### src/hdl/wbps_pkg.sv
package wbps_pkg;

  // Window and pattern geometry.
  localparam int MAX_PATTERN = 32;
  localparam int IDX_W       = $clog2(MAX_PATTERN);
  localparam int LEN_W       = $clog2(MAX_PATTERN + 1);
  localparam int BYTE_W      = 8;

  // Offset counter and result offset widths.
  localparam int OFFSET_BITS = 32;
  localparam int OUT_OFF_W   = 32;

  // Configuration port geometry.
  localparam int CFG_DATA_W  = 64;
  localparam int CFG_IDX_W   = 3;
  localparam int PAT_WORDS   = 4;
  localparam int WORD_BYTES  = CFG_DATA_W / BYTE_W;
  localparam int CARE_W      = 32;
  localparam int LEN_REG_W   = 6;

  // Register indexes.
  localparam logic [CFG_IDX_W-1:0] REG_PAT_A  = 3'd0;
  localparam logic [CFG_IDX_W-1:0] REG_PAT_B  = 3'd1;
  localparam logic [CFG_IDX_W-1:0] REG_PAT_C  = 3'd2;
  localparam logic [CFG_IDX_W-1:0] REG_PAT_D  = 3'd3;
  localparam logic [CFG_IDX_W-1:0] REG_CARE   = 3'd4;
  localparam logic [CFG_IDX_W-1:0] REG_LENGTH = 3'd5;

  // Highest value of the offset counter.
  localparam logic [OFFSET_BITS-1:0] COUNT_MAX = '1;

  typedef logic [MAX_PATTERN-1:0][BYTE_W-1:0] byte_vec_t;

endpackage

### src/hdl/wbps_if.sv
// Byte stream channel into the scanner.
interface wbps_in_if;
  logic                         valid;
  logic                         ready;
  logic [wbps_pkg::BYTE_W-1:0]  data_byte;
  logic                         region_end;

  modport source (output valid, output data_byte, output region_end, input ready);
  modport sink   (input valid, input data_byte, input region_end, output ready);
endinterface

// Scan result channel out of the scanner.
interface wbps_out_if;
  logic                            valid;
  logic                            ready;
  logic                            found;
  logic [wbps_pkg::OUT_OFF_W-1:0]  match_offset;

  modport source (output valid, output found, output match_offset, input ready);
  modport sink   (input valid, input found, input match_offset, output ready);
endinterface

### src/hdl/wbps_match.sv
// Masked compare of the byte window against the pattern. Window position 0
// holds the newest byte; pattern byte (length - 1 - j) lines up with window
// position j.
module wbps_match (
  input  wbps_pkg::byte_vec_t               window_i,
  input  wbps_pkg::byte_vec_t               pattern_i,
  input  logic [wbps_pkg::CARE_W-1:0]       care_i,
  input  logic [wbps_pkg::LEN_REG_W-1:0]    length_i,
  input  logic [wbps_pkg::OFFSET_BITS-1:0]  count_i,
  output logic                              match_o
);
  import wbps_pkg::*;

  logic [MAX_PATTERN-1:0] pos_ok;
  logic                   len_ok;

  // Per-position compare: positions beyond the length and wildcards pass.
  always_comb begin
    logic [LEN_REG_W-1:0] idx_full;
    logic [IDX_W-1:0]     idx;
    for (int j = 0; j < MAX_PATTERN; j++) begin
      idx_full = length_i - LEN_REG_W'(1) - LEN_REG_W'(j);
      idx      = idx_full[IDX_W-1:0];
      if (LEN_REG_W'(j) >= length_i) begin
        pos_ok[j] = 1'b1;
      end else begin
        pos_ok[j] = !care_i[idx] || (window_i[j] == pattern_i[idx]);
      end
    end
  end

  // Length must be in range and the region must already hold that many bytes.
  assign len_ok = (length_i != '0) &&
                  (length_i <= LEN_REG_W'(MAX_PATTERN)) &&
                  (count_i >= OFFSET_BITS'(length_i));

  assign match_o = len_ok && (&pos_ok);

endmodule

### src/hdl/wildcard_byte_pattern_scanner.sv
// Wildcard byte pattern scanner.
// The region to be scanned arrives on in_i, one byte per transaction, with
// region_end set on its last byte. The first time the most recent
// pattern_length bytes match the pattern on every position whose care bit is
// set, one result with found = 1 and the start offset of the match goes out on
// out_o; further matches in that region are dropped. If the last byte passes
// without a match, one result with found = 0 and offset zero goes out.
// Configuration must be written through cfg_we_i / cfg_idx_i / cfg_wdata_i only
// while idle, which the block does not enforce; indexes past the pattern length
// register are ignored. Throughput is one byte per cycle unless a result stalls:
// the window compare is a single level of parallel byte comparators between the
// window and result registers. A result appears on out_o the cycle after its
// byte is accepted. The result register frees in_i as soon as the downstream
// side takes the result, so a stalled receiver holds input only while a result
// is pending. Reset clears the configuration, the window, the offset counter
// and the result valid bit; the next byte after reset or after region_end
// starts a new region. The offset counter saturates at its maximum value.
module wildcard_byte_pattern_scanner (
  input  logic                              clk_i,
  input  logic                              rst_ni,
  input  logic                              cfg_we_i,
  input  logic [wbps_pkg::CFG_IDX_W-1:0]    cfg_idx_i,
  input  logic [wbps_pkg::CFG_DATA_W-1:0]   cfg_wdata_i,
  wbps_in_if.sink                           in_i,
  wbps_out_if.source                        out_o
);
  import wbps_pkg::*;

  // Configuration registers.
  logic [PAT_WORDS-1:0][CFG_DATA_W-1:0] pat_words_q;
  logic [CARE_W-1:0]                    care_q;
  logic [LEN_REG_W-1:0]                 length_q;

  // Region state.
  byte_vec_t                window_q, window_d;
  logic [OFFSET_BITS-1:0]   seen_q, seen_d;
  logic                     reported_q, reported_d;

  // Result register.
  logic                     out_valid_q, out_valid_d;
  logic                     found_q, found_d;
  logic [OUT_OFF_W-1:0]     offset_q, offset_d;

  byte_vec_t                pattern;
  logic                     in_fire;
  logic                     match;
  logic                     emit;
  logic [OFFSET_BITS-1:0]   match_off;

  // Configuration writes.
  always_ff @(posedge clk_i or negedge rst_ni) begin
    if (!rst_ni) begin
      pat_words_q <= '0;
      care_q      <= '0;
      length_q    <= '0;
    end else if (cfg_we_i) begin
      unique case (cfg_idx_i)
        REG_PAT_A:  pat_words_q[0] <= cfg_wdata_i;
        REG_PAT_B:  pat_words_q[1] <= cfg_wdata_i;
        REG_PAT_C:  pat_words_q[2] <= cfg_wdata_i;
        REG_PAT_D:  pat_words_q[3] <= cfg_wdata_i;
        REG_CARE:   care_q         <= cfg_wdata_i[CARE_W-1:0];
        REG_LENGTH: length_q       <= cfg_wdata_i[LEN_REG_W-1:0];
        default:    ;
      endcase
    end
  end

  // Unpack the pattern words into bytes, byte 0 in the low bits of word 0.
  always_comb begin
    for (int i = 0; i < MAX_PATTERN; i++) begin
      pattern[i] = pat_words_q[i / WORD_BYTES][(i % WORD_BYTES) * BYTE_W +: BYTE_W];
    end
  end

  // Handshake: the input moves whenever the result register is free or drains.
  assign in_i.ready = !out_valid_q || out_o.ready;
  assign in_fire    = in_i.valid && in_i.ready;

  // Window shifts in the new byte; the counter saturates.
  always_comb begin
    window_d = {window_q[MAX_PATTERN-2:0], in_i.data_byte};
    seen_d   = (seen_q != COUNT_MAX) ? seen_q + OFFSET_BITS'(1) : COUNT_MAX;
  end

  wbps_match u_match (
    .window_i  (window_d),
    .pattern_i (pattern),
    .care_i    (care_q),
    .length_i  (length_q),
    .count_i   (seen_d),
    .match_o   (match)
  );

  assign match_off = seen_d - OFFSET_BITS'(length_q);

  // Result selection: first match, else a miss on the last byte.
  always_comb begin
    emit     = 1'b0;
    found_d  = found_q;
    offset_d = offset_q;
    priority if (!reported_q && match) begin
      emit     = 1'b1;
      found_d  = 1'b1;
      offset_d = OUT_OFF_W'(match_off);
    end else if (!reported_q && in_i.region_end) begin
      emit     = 1'b1;
      found_d  = 1'b0;
      offset_d = '0;
    end
    reported_d = reported_q || (!reported_q && match);
  end

  // Output valid follows the accepted byte, or clears once taken.
  always_comb begin
    if (in_fire) begin
      out_valid_d = emit;
    end else if (out_o.ready) begin
      out_valid_d = 1'b0;
    end else begin
      out_valid_d = out_valid_q;
    end
  end

  // Region state update; region end starts over.
  always_ff @(posedge clk_i or negedge rst_ni) begin
    if (!rst_ni) begin
      window_q   <= '0;
      seen_q     <= '0;
      reported_q <= 1'b0;
    end else if (in_fire) begin
      window_q <= window_d;
      if (in_i.region_end) begin
        seen_q     <= '0;
        reported_q <= 1'b0;
      end else begin
        seen_q     <= seen_d;
        reported_q <= reported_d;
      end
    end
  end

  // Result register.
  always_ff @(posedge clk_i or negedge rst_ni) begin
    if (!rst_ni) begin
      out_valid_q <= 1'b0;
    end else begin
      out_valid_q <= out_valid_d;
    end
  end

  always_ff @(posedge clk_i) begin
    if (in_fire && emit) begin
      found_q  <= found_d;
      offset_q <= offset_d;
    end
  end

  assign out_o.valid        = out_valid_q;
  assign out_o.found        = found_q;
  assign out_o.match_offset = offset_q;

  // A not-found result always carries a zero offset.
  assert property (@(posedge clk_i) disable iff (!rst_ni)
    out_valid_q && !found_q |-> offset_q == '0)
    else $error("not-found result with nonzero offset");

  // A region end clears the counter and the reported flag.
  assert property (@(posedge clk_i) disable iff (!rst_ni)
    in_fire && in_i.region_end |=> seen_q == '0 && !reported_q)
    else $error("region state not cleared at region end");

  // A stalled result is held in place.
  assert property (@(posedge clk_i) disable iff (!rst_ni)
    out_valid_q && !out_o.ready |=> out_valid_q && $stable(found_q) && $stable(offset_q))
    else $error("pending result changed while stalled");

  // A found result mid-region blocks any further result in that region.
  assert property (@(posedge clk_i) disable iff (!rst_ni)
    in_fire && emit && found_d && !in_i.region_end |=> reported_q)
    else $error("match not recorded as reported");

endmodule
### src/flat_wrapper.sv
// flat-port wrapper written by rule: the top's interface ports become plain ports
module wildcard_byte_pattern_scanner_flat import wbps_pkg::*;
  (clk_i, rst_ni, cfg_we_i, cfg_idx_i, cfg_wdata_i, in_i_valid, in_i_data_byte, in_i_region_end, in_i_ready, out_o_valid, out_o_found, out_o_match_offset, out_o_ready);
  wbps_in_if in_i_i ();
  wbps_out_if out_o_i ();
  input  logic clk_i;
  input  logic rst_ni;
  input  logic cfg_we_i;
  input  logic [wbps_pkg::CFG_IDX_W-1:0] cfg_idx_i;
  input  logic [wbps_pkg::CFG_DATA_W-1:0] cfg_wdata_i;
  input wire logic [$bits(in_i_i.valid)-1:0] in_i_valid;
  input wire logic [$bits(in_i_i.data_byte)-1:0] in_i_data_byte;
  input wire logic [$bits(in_i_i.region_end)-1:0] in_i_region_end;
  output wire logic [$bits(in_i_i.ready)-1:0] in_i_ready;
  output wire logic [$bits(out_o_i.valid)-1:0] out_o_valid;
  output wire logic [$bits(out_o_i.found)-1:0] out_o_found;
  output wire logic [$bits(out_o_i.match_offset)-1:0] out_o_match_offset;
  input wire logic [$bits(out_o_i.ready)-1:0] out_o_ready;
  assign in_i_i.valid = in_i_valid;
  assign in_i_i.data_byte = in_i_data_byte;
  assign in_i_i.region_end = in_i_region_end;
  assign in_i_ready = in_i_i.ready;
  assign out_o_valid = out_o_i.valid;
  assign out_o_found = out_o_i.found;
  assign out_o_match_offset = out_o_i.match_offset;
  assign out_o_i.ready = out_o_ready;
  wildcard_byte_pattern_scanner u_core (.clk_i(clk_i), .rst_ni(rst_ni), .cfg_we_i(cfg_we_i), .cfg_idx_i(cfg_idx_i), .cfg_wdata_i(cfg_wdata_i), .in_i(in_i_i), .out_o(out_o_i));
endmodule
### config.mk
export PLATFORM = sky130hd
export DESIGN_NAME = wildcard_byte_pattern_scanner_flat
export DESIGN_NICKNAME = d
export VERILOG_FILES = /design/src/hdl/wbps_pkg.sv /design/src/hdl/wbps_if.sv /design/src/hdl/wbps_match.sv /design/src/hdl/wildcard_byte_pattern_scanner.sv /design/src/flat_wrapper.sv
export SDC_FILE = /design/constraint.sdc
export NUM_CORES = 2
export LEC_CHECK = 0
export ABC_AREA = 0
export BUFFER_PORTS_ARGS = -buffer_cell sky130_fd_sc_hd__buf_2
export CAP_MARGIN = 20
export CORE_MARGIN = 2
export CORE_UTILIZATION = 40
export CTS_BUF_LIST = sky130_fd_sc_hd__clkbuf_16
export CTS_CLUSTER_SIZE = 12
export DETAILED_ROUTE_END_ITERATION = 16
export PLACE_DENSITY_LB_ADDON = 0.08
export SLEW_MARGIN = 40
export SYNTH_ARGS = -nofsm -noshare
export SYNTH_HDL_FRONTEND = slang
export SYNTH_SLANG_ARGS = --single-unit
export TNS_END_PERCENT = 50
### constraint.sdc
create_clock -name clk_i -period 8.4 [get_ports clk_i]
set_input_delay 2.52 -clock clk_i [delete_from_list [all_inputs] [get_ports clk_i]]
set_output_delay 2.52 -clock clk_i [all_outputs]
set_load 0.005 [all_outputs]
* Word level (Yosys, flattened, before mapping)
Cells that the tools add are included.
Cells by class: $add $sub $neg 34, $lt $le $gt $ge 66, eq/ne operators 38, muxes and demuxes 170, reductions and logical operators 87
Operators with widths (count):
- binary-select mux 8 bit (select 5 bit) | 32
- == test 8 bit | 32
- two-way mux 8 bit | 32
- < comparator 5 x 6 -> 1 bit (second input constant) | 32
- binary-select mux 1 bit (select 5 bit) | 32
- two-way mux 32 bit | 4
- >= comparator 5 x 6 -> 1 bit (first input constant) | 16
- subtractor 5 bit (second input constant) | 16
- two-way mux 1 bit | 70
- >= comparator 4 x 6 -> 1 bit (first input constant) | 8
- subtractor 5 x 4 -> 5 bit (second input constant) | 8
- logical NOT 1 bit | 34
- logical OR 1 bit | 34
- adder 32 x 1 -> 32 bit (second input constant) | 1
- >= comparator 32 x 6 -> 1 bit | 1
- != test 32 bit (second input constant) | 1
- AND reduction 32 bit | 1
- subtractor 32 x 6 -> 32 bit | 1
- >= comparator 3 x 6 -> 1 bit (first input constant) | 4
- subtractor 5 x 3 -> 5 bit (second input constant) | 4
- AND reduction 2 bit | 7
- >= comparator 1 x 6 -> 1 bit (first input constant) | 2
- >= comparator 2 x 6 -> 1 bit (first input constant) | 2
- subtractor 5 x 1 -> 5 bit (second input constant) | 2
- 9 further kinds | 19
Storage, ports and cells: register bits after elaboration 609, bits of input ports 81, output and inout port bits 35, word-level logic and storage cells 437

* Depth between registers and ports, before layout
depth after elaboration 13, gate-level depth with buffers 26, depth with buffers taken out 21

* By module
A second synthesis with hierarchy kept.
Second synthesis, totals: cells, all modules 4702, area total of the unflattened synthesis 47436.7 µm²
By module, submodules not included:
- wildcard_byte_pattern_scanner | times used 1, cells each 2144, area each 24454.7 µm², seq. area each 15404.8 µm²
- wbps_match | times used 1, cells each 2558, area each 22982.0 µm², seq. area each 0.0 µm²

* Least setup slack after synthesis
Ideal clock, no wire load.
kind register -> register, from register u_core.length_q[0], to register u_core.found_q (netlist: u_core.out_o.found) (enable), setup time 394 ps, data arrival time 5903 ps, data required time 8006 ps, path slack 2103 ps, cell stages (with the launch flop) 22, buffers on the path 7, clock period less this slack 6297 ps, cell sequence dfrtp_1 buf_6 inv_1 buf_2 buf_2 buf_2 clkbuf_1 ha_1 buf_6 nor2b_1 xnor2_1 mux2i_1 nand2_1 buf_4 mux4_2 xnor2_1 nor4_1 nand2_1 a2111oi_0 nand4_1 nor4_4 a22o_1
On the way: word-level cells in the longest chain between the ends 13, elaborated cells on any way between the ends 332, classes of those cells add/sub: 32; order compare: 34; eq/ne: 32; mux: 161; reduce/logical: 73
RTL lines:
- start: declaration | RTL line wildcard_byte_pattern_scanner.sv:32 | logic [LEN_REG_W-1:0] length_q;
- start signal: assignment | RTL line wildcard_byte_pattern_scanner.sv:63 | REG_LENGTH: length_q <= cfg_wdata_i[LEN_REG_W-1:0];
- subtractor 5 x 1 -> 5 bit | RTL line wbps_match.sv:22 | idx_full = length_i - LEN_REG_W'(1) - LEN_REG_W'(j);
- subtractor 5 x 1 -> 5 bit (tied with other cells) | RTL line wbps_match.sv:22
- binary-select mux 8 bit (select 5 bit) or binary-select mux 1 bit (select 5 bit) (tied branches) | RTL line wbps_match.sv:27 | pos_ok[j] = !care_i[idx] || (window_i[j] == pattern_i[idx]);
- two-way mux 8 bit (not written as such) or two-way mux 1 bit (tied branches) | RTL line wbps_match.sv:27
- == test 8 bit or logical NOT 1 bit (tied branches) | RTL line wbps_match.sv:27
- logical OR 1 bit | RTL line wbps_match.sv:27
- two-way mux 1 bit | RTL line wbps_match.sv:24 | if (LEN_REG_W'(j) >= length_i) begin
- AND reduction 32 bit | RTL line wbps_match.sv:37 | assign match_o = len_ok && (&pos_ok);
- logical AND 1 bit (*) | RTL line wbps_match.sv:37
- logical AND 1 bit (*) | RTL line wildcard_byte_pattern_scanner.sv:102 | priority if (!reported_q && match) begin
- two-way mux 1 bit | RTL line wildcard_byte_pattern_scanner.sv:102
- logical AND 1 bit | RTL line wildcard_byte_pattern_scanner.sv:153 | if (in_fire && emit) begin
- AND reduction 2 bit (no line) (*)
- end signal: assignment | RTL line wildcard_byte_pattern_scanner.sv:154 | found_q <= found_d;
- end: declaration | RTL line wildcard_byte_pattern_scanner.sv:41 | logic found_q, found_d;
Every way passes the cells marked *; elsewhere a longest branch is shown, timed or not. The select of a mux whose other input is x is not followed. A chain may end at the register's enable or synchronous reset.

* Final worst setup path
from register u_core.length_q[0], to register u_core.offset_q[19] (netlist: u_core.out_o.match_offset[19]) (data pin)
On the way: word-level cells in the longest chain between the ends 11, elaborated cells on any way between the ends 330, classes of those cells add/sub: 33; order compare: 34; eq/ne: 32; mux: 161; reduce/logical: 70
RTL lines:
- subtractor 5 x 1 -> 5 bit | RTL line wbps_match.sv:22
- subtractor 5 x 1 -> 5 bit (tied with other cells) | RTL line wbps_match.sv:22
- binary-select mux 8 bit (select 5 bit) or binary-select mux 1 bit (select 5 bit) (tied branches) | RTL line wbps_match.sv:27
- two-way mux 8 bit (not written as such) or two-way mux 1 bit (tied branches) | RTL line wbps_match.sv:27
- == test 8 bit or logical NOT 1 bit (tied branches) | RTL line wbps_match.sv:27
- logical OR 1 bit | RTL line wbps_match.sv:27
- two-way mux 1 bit | RTL line wbps_match.sv:24
- AND reduction 32 bit | RTL line wbps_match.sv:37
- logical AND 1 bit | RTL line wbps_match.sv:37
- logical AND 1 bit | RTL line wildcard_byte_pattern_scanner.sv:102
- two-way mux 32 bit (*) | RTL line wildcard_byte_pattern_scanner.sv:102
- end signal: assignment | RTL line wildcard_byte_pattern_scanner.sv:155 | offset_q <= offset_d;
- end: declaration | RTL line wildcard_byte_pattern_scanner.sv:42 | logic [OUT_OFF_W-1:0] offset_q, offset_d;
Marks and branches as above.

==> flow_summary.yaml <==
layout:
  area_growth_syn_to_layout_pct: 10.44
  layout-drive-gt1-share: 0.2160
  layout.nets: 4980
  finalNonFillerCells: 6480
  multi_input_area_um2: 30220
  fin_area_um2: 52090
  seqCellArea_um2: 15410
  fillCellCount: 11240
logic_synthesis:
  ys_seq_area_frac: 0.3266
  yosysWarningCount: 0
  avgSynthCellArea_um2: 9.628
  netlist_area_um2: 47160
  syn_inst: 4898
  synth-compound-area-share: 0.09105
  synth_edf_count: 33
  synthSimpleGateAreaFrac: 0.1606
  synthArstFlopShare: 0.9458
  synth_mux_area_frac: 0.2854
  synth_top_family_by_area: "multiplexers"
  synth_cell_type_count: 99
  synth-main-ff-cell: "dfrtp_1"
  synthAdderAreaFrac: 0.003343
  ys_ff_latch: 609
  synth_xor_area_frac: 0.09339
  synth_nets: 4991
drt:
  detail_route.vias_per_cell: 6.472
  via_count: 41940
  dr.pass1.iters: 7
  wirelength_um: 245800
  drc: 0
  wl_per_cell_um: 37.94
  antenna_left: 0
  first_iter_violations: 5687
global_route:
  grt_usage: 0.4013
  grt_overflow: 0
  grt_pass1_wl_um: 331900
  grt_max_degree: 138
  antenna_found_initial: 10
  grt_pass1_vias: 38240
setup_path:
  critPathKind: "flop to flop"
  slowest_stage: "dfrtp_4"
  cp-end-kind: "flop"
  cp_cell_sequence: "inv_4 -> ha_4 -> buf_12 -> buf_12 -> mux2i_1 -> mux2i_1 -> mux2i_1 -> a21oi_1 -> xnor2_1 -> a41oi_1 -> o31ai_1 -> o311a_1 -> o2111ai_1 -> nor4_4 -> nand4b_4 -> a211oi_1"
  crit_required_ns: 8.90
  critPathMaxStageDelay_ns: 0.76
  cp-start-kind: "flop"
  crit_path_frequent_cell: "mux2i_1"
  cp_max_fo: 73
  arrival_ns: 7.82
  reg2reg_depth: 16
timing:
  slew_headroom: 0.2371
  rsz0062_at_grt: "false"
  min_period_ns: 7.316
  tightest_slew_ns: 1.113
  hold_ws_ns: 0.5114
  fmax_ghz: 0.1367
  skew_ns: 0.03016
  finalSetupTns_ns: 0
  min_period_over_period: 0.8709
  setup_violations: 0
  final-max-slew-violation-count: 0
  hold_viol: 0
floorplanning:
  die-area_um2: 120700
  dieHeight_um: 347.4
  core_area_um2: 116500
  num_io_pins: 116
  fp.dieW_um: 347.4
  start_util: 0.4047
  std_cell_rows: 125
cts:
  clk_path_buf_depth: 3
  hold_buffers: 0
  clk-insertion-delay-late_ns: 0.71
  cts_resized: 0
  clkSlewWorstSetupHoldPaths_ns: 0.06
  cts_root_buffer: "clkbuf_16"
  htreeDepth: 3
  cts.sink_count: 609
  numCtsBuffers: 76
  post-cts-setup-buffers: 0
  cts_tree: "built"
job:
  cap_violations: 0
place:
  gp_congestion: 1.088
  port_buffers: 115
  placedCellCount: 6331
  placed_cell_area_um2: 49550
  dp_hpwl_um: 197700
pwr:
  p_leak_nw: 22.74
  vdd_drop_max_v: 0.0002275
  powerDensity_nw_per_um2: 494.9
hold_path:
  hold_class: "flop to flop"
  min_delay_path_depth: 1
run_status:
  status: "completed"
critical path, delay by kind of cell (launching register included):
family | cells | cell delay (ns)
xor+xnor | 1 | 0.17
flops | 1 | 0.76
buf+inv | 3 | 0.88
simple gates | 2 | 1.13
compound gates | 6 | 2.16
fa+ha+maj | 1 | 0.56
mux | 3 | 1.12
routing by layer:
metal / track usage / vias up / routed length, um
met5: 0 / - / 27
met4: 0.2152 / 4 / 16240
met3: 0.08341 / 464 / 22360
met2: 0.5850 / 2281 / 103600
met1: 0.5579 / 21590 / 103600
li1: - / 17600 / -
final timing paths:
kind / startpoint / to / slack, ns
setup / recovery: u_core.length_q[0] / u_core.out_o.match_offset[19] / 1.08
hold / removal: u_core.out_o.valid / u_core.out_o.valid / 0.51
setup reg to reg: u_core.length_q[0] / u_core.out_o.match_offset[19] / 1.08
hold reg to reg: u_core.out_o.valid / u_core.out_o.valid / 0.51
max in group asynchronous: rst_ni / u_core.pat_words_q[220] / 5.00
min in group asynchronous: rst_ni / u_core.window_d[49] / 1.75
cells by family (layout without fill, tap and decap cells):
kind of cell	Yosys count	count (layout)
AND/OR/NAND/NOR	1722	1722
multiplexers	1002	1002
AO/OA/AOI/OAI	649	649
flip-flops	609	609
XOR/XNOR	497	497
buffers and inverters	407	459
adder cells (fa/ha/maj)	12	12
other	0	6
layout by cell type (no fill, tap or decap), types with 12 or more instances in the layout:
cell          n
nor4_1       58
o22a_1       19
clkinv_1     12
a211oi_1     37
nor2b_1      22
o211ai_1     46
dfrtp_1     574
and2_1       36
o2111ai_1    12
nand3_1     100
a22o_1       19
mux4_2      236
a21o_1       15
nand2_1    1050
mux2i_1     362
clkbuf_16    78
nor2_1      207
edfxtp_1     33
mux2i_2      23
o22ai_1      31
a221oi_1     17
a22oi_1      22
clkinv_2     13
nand4_1      59
buf_4        98
xor2_1      165
and3_1       49
buf_2       114
nor3_1       52
a21oi_1     159
mux2_2      380
o21a_1       15
a31oi_1      26
buf_12       12
xnor2_1     320
o21ai_0     136
inv_1        98
metrics by stage:
step                      worst slack [ns]  total power, mW    util
after global routing                0.8265            26.24  0.4469
after global placement               1.161            21.55  0.4226
after CTS                            1.314            25.01  0.4462
after floorplan                      2.103            14.27       -
final                                1.084            25.78  0.4470
after detailed placement             1.334            21.62  0.4252
cells in the mapped netlist (all sizes together) (38+ instances only):
cell,count,area (um2)
mux4,236,5315
nor2,221,858.3
a211oi,38,285.3
nor4,64,449.2
inv,81,304.0
o21ai,139,695.7
dfrtp,576,14410
nor3,55,280.3
buf,153,915.9
xnor2,329,2897
a21oi,169,868.3
nand3,101,505.5
nand2,1052,3951
mux2i,386,3864
nand4,59,369.1
and3,49,306.5
mux2,380,4279
and2,38,237.7
o211ai,47,357.8
clkbuf,173,649.4
xor2,166,1461
report_power, final:
group	total (mW)	internal [mW]	switching, mW
sequential	4.77	3.56	1.21
clock	3.32	1.88	1.44
combinational	17.7	5.97	11.7
total	25.8	11.4	14.4
flip-flops by register name (all words and copies together), names as in the netlist:
name and count:
u_core.reported_q 1, u_core.care_q 32, u_core.seen_q 32, u_core.length_q 6, u_core.out_o.match_offset 32, u_core.out_o.valid 1
u_core.pat_words_q 256, u_core.out_o.found 1, u_core.window_d 248
layout make-up:
class,instances,share of cell area
multi-input cells,3882,0.5802
well taps,1524,0.03661
diodes,6,0.0002883
flip-flops and latches,609,0.2959
clock inverters,63,0.009321
repair buffers,237,0.03428
inverters,81,0.005885
clock buffers,78,0.03747
No activity file was read; power rests on OpenSTA's default activity.
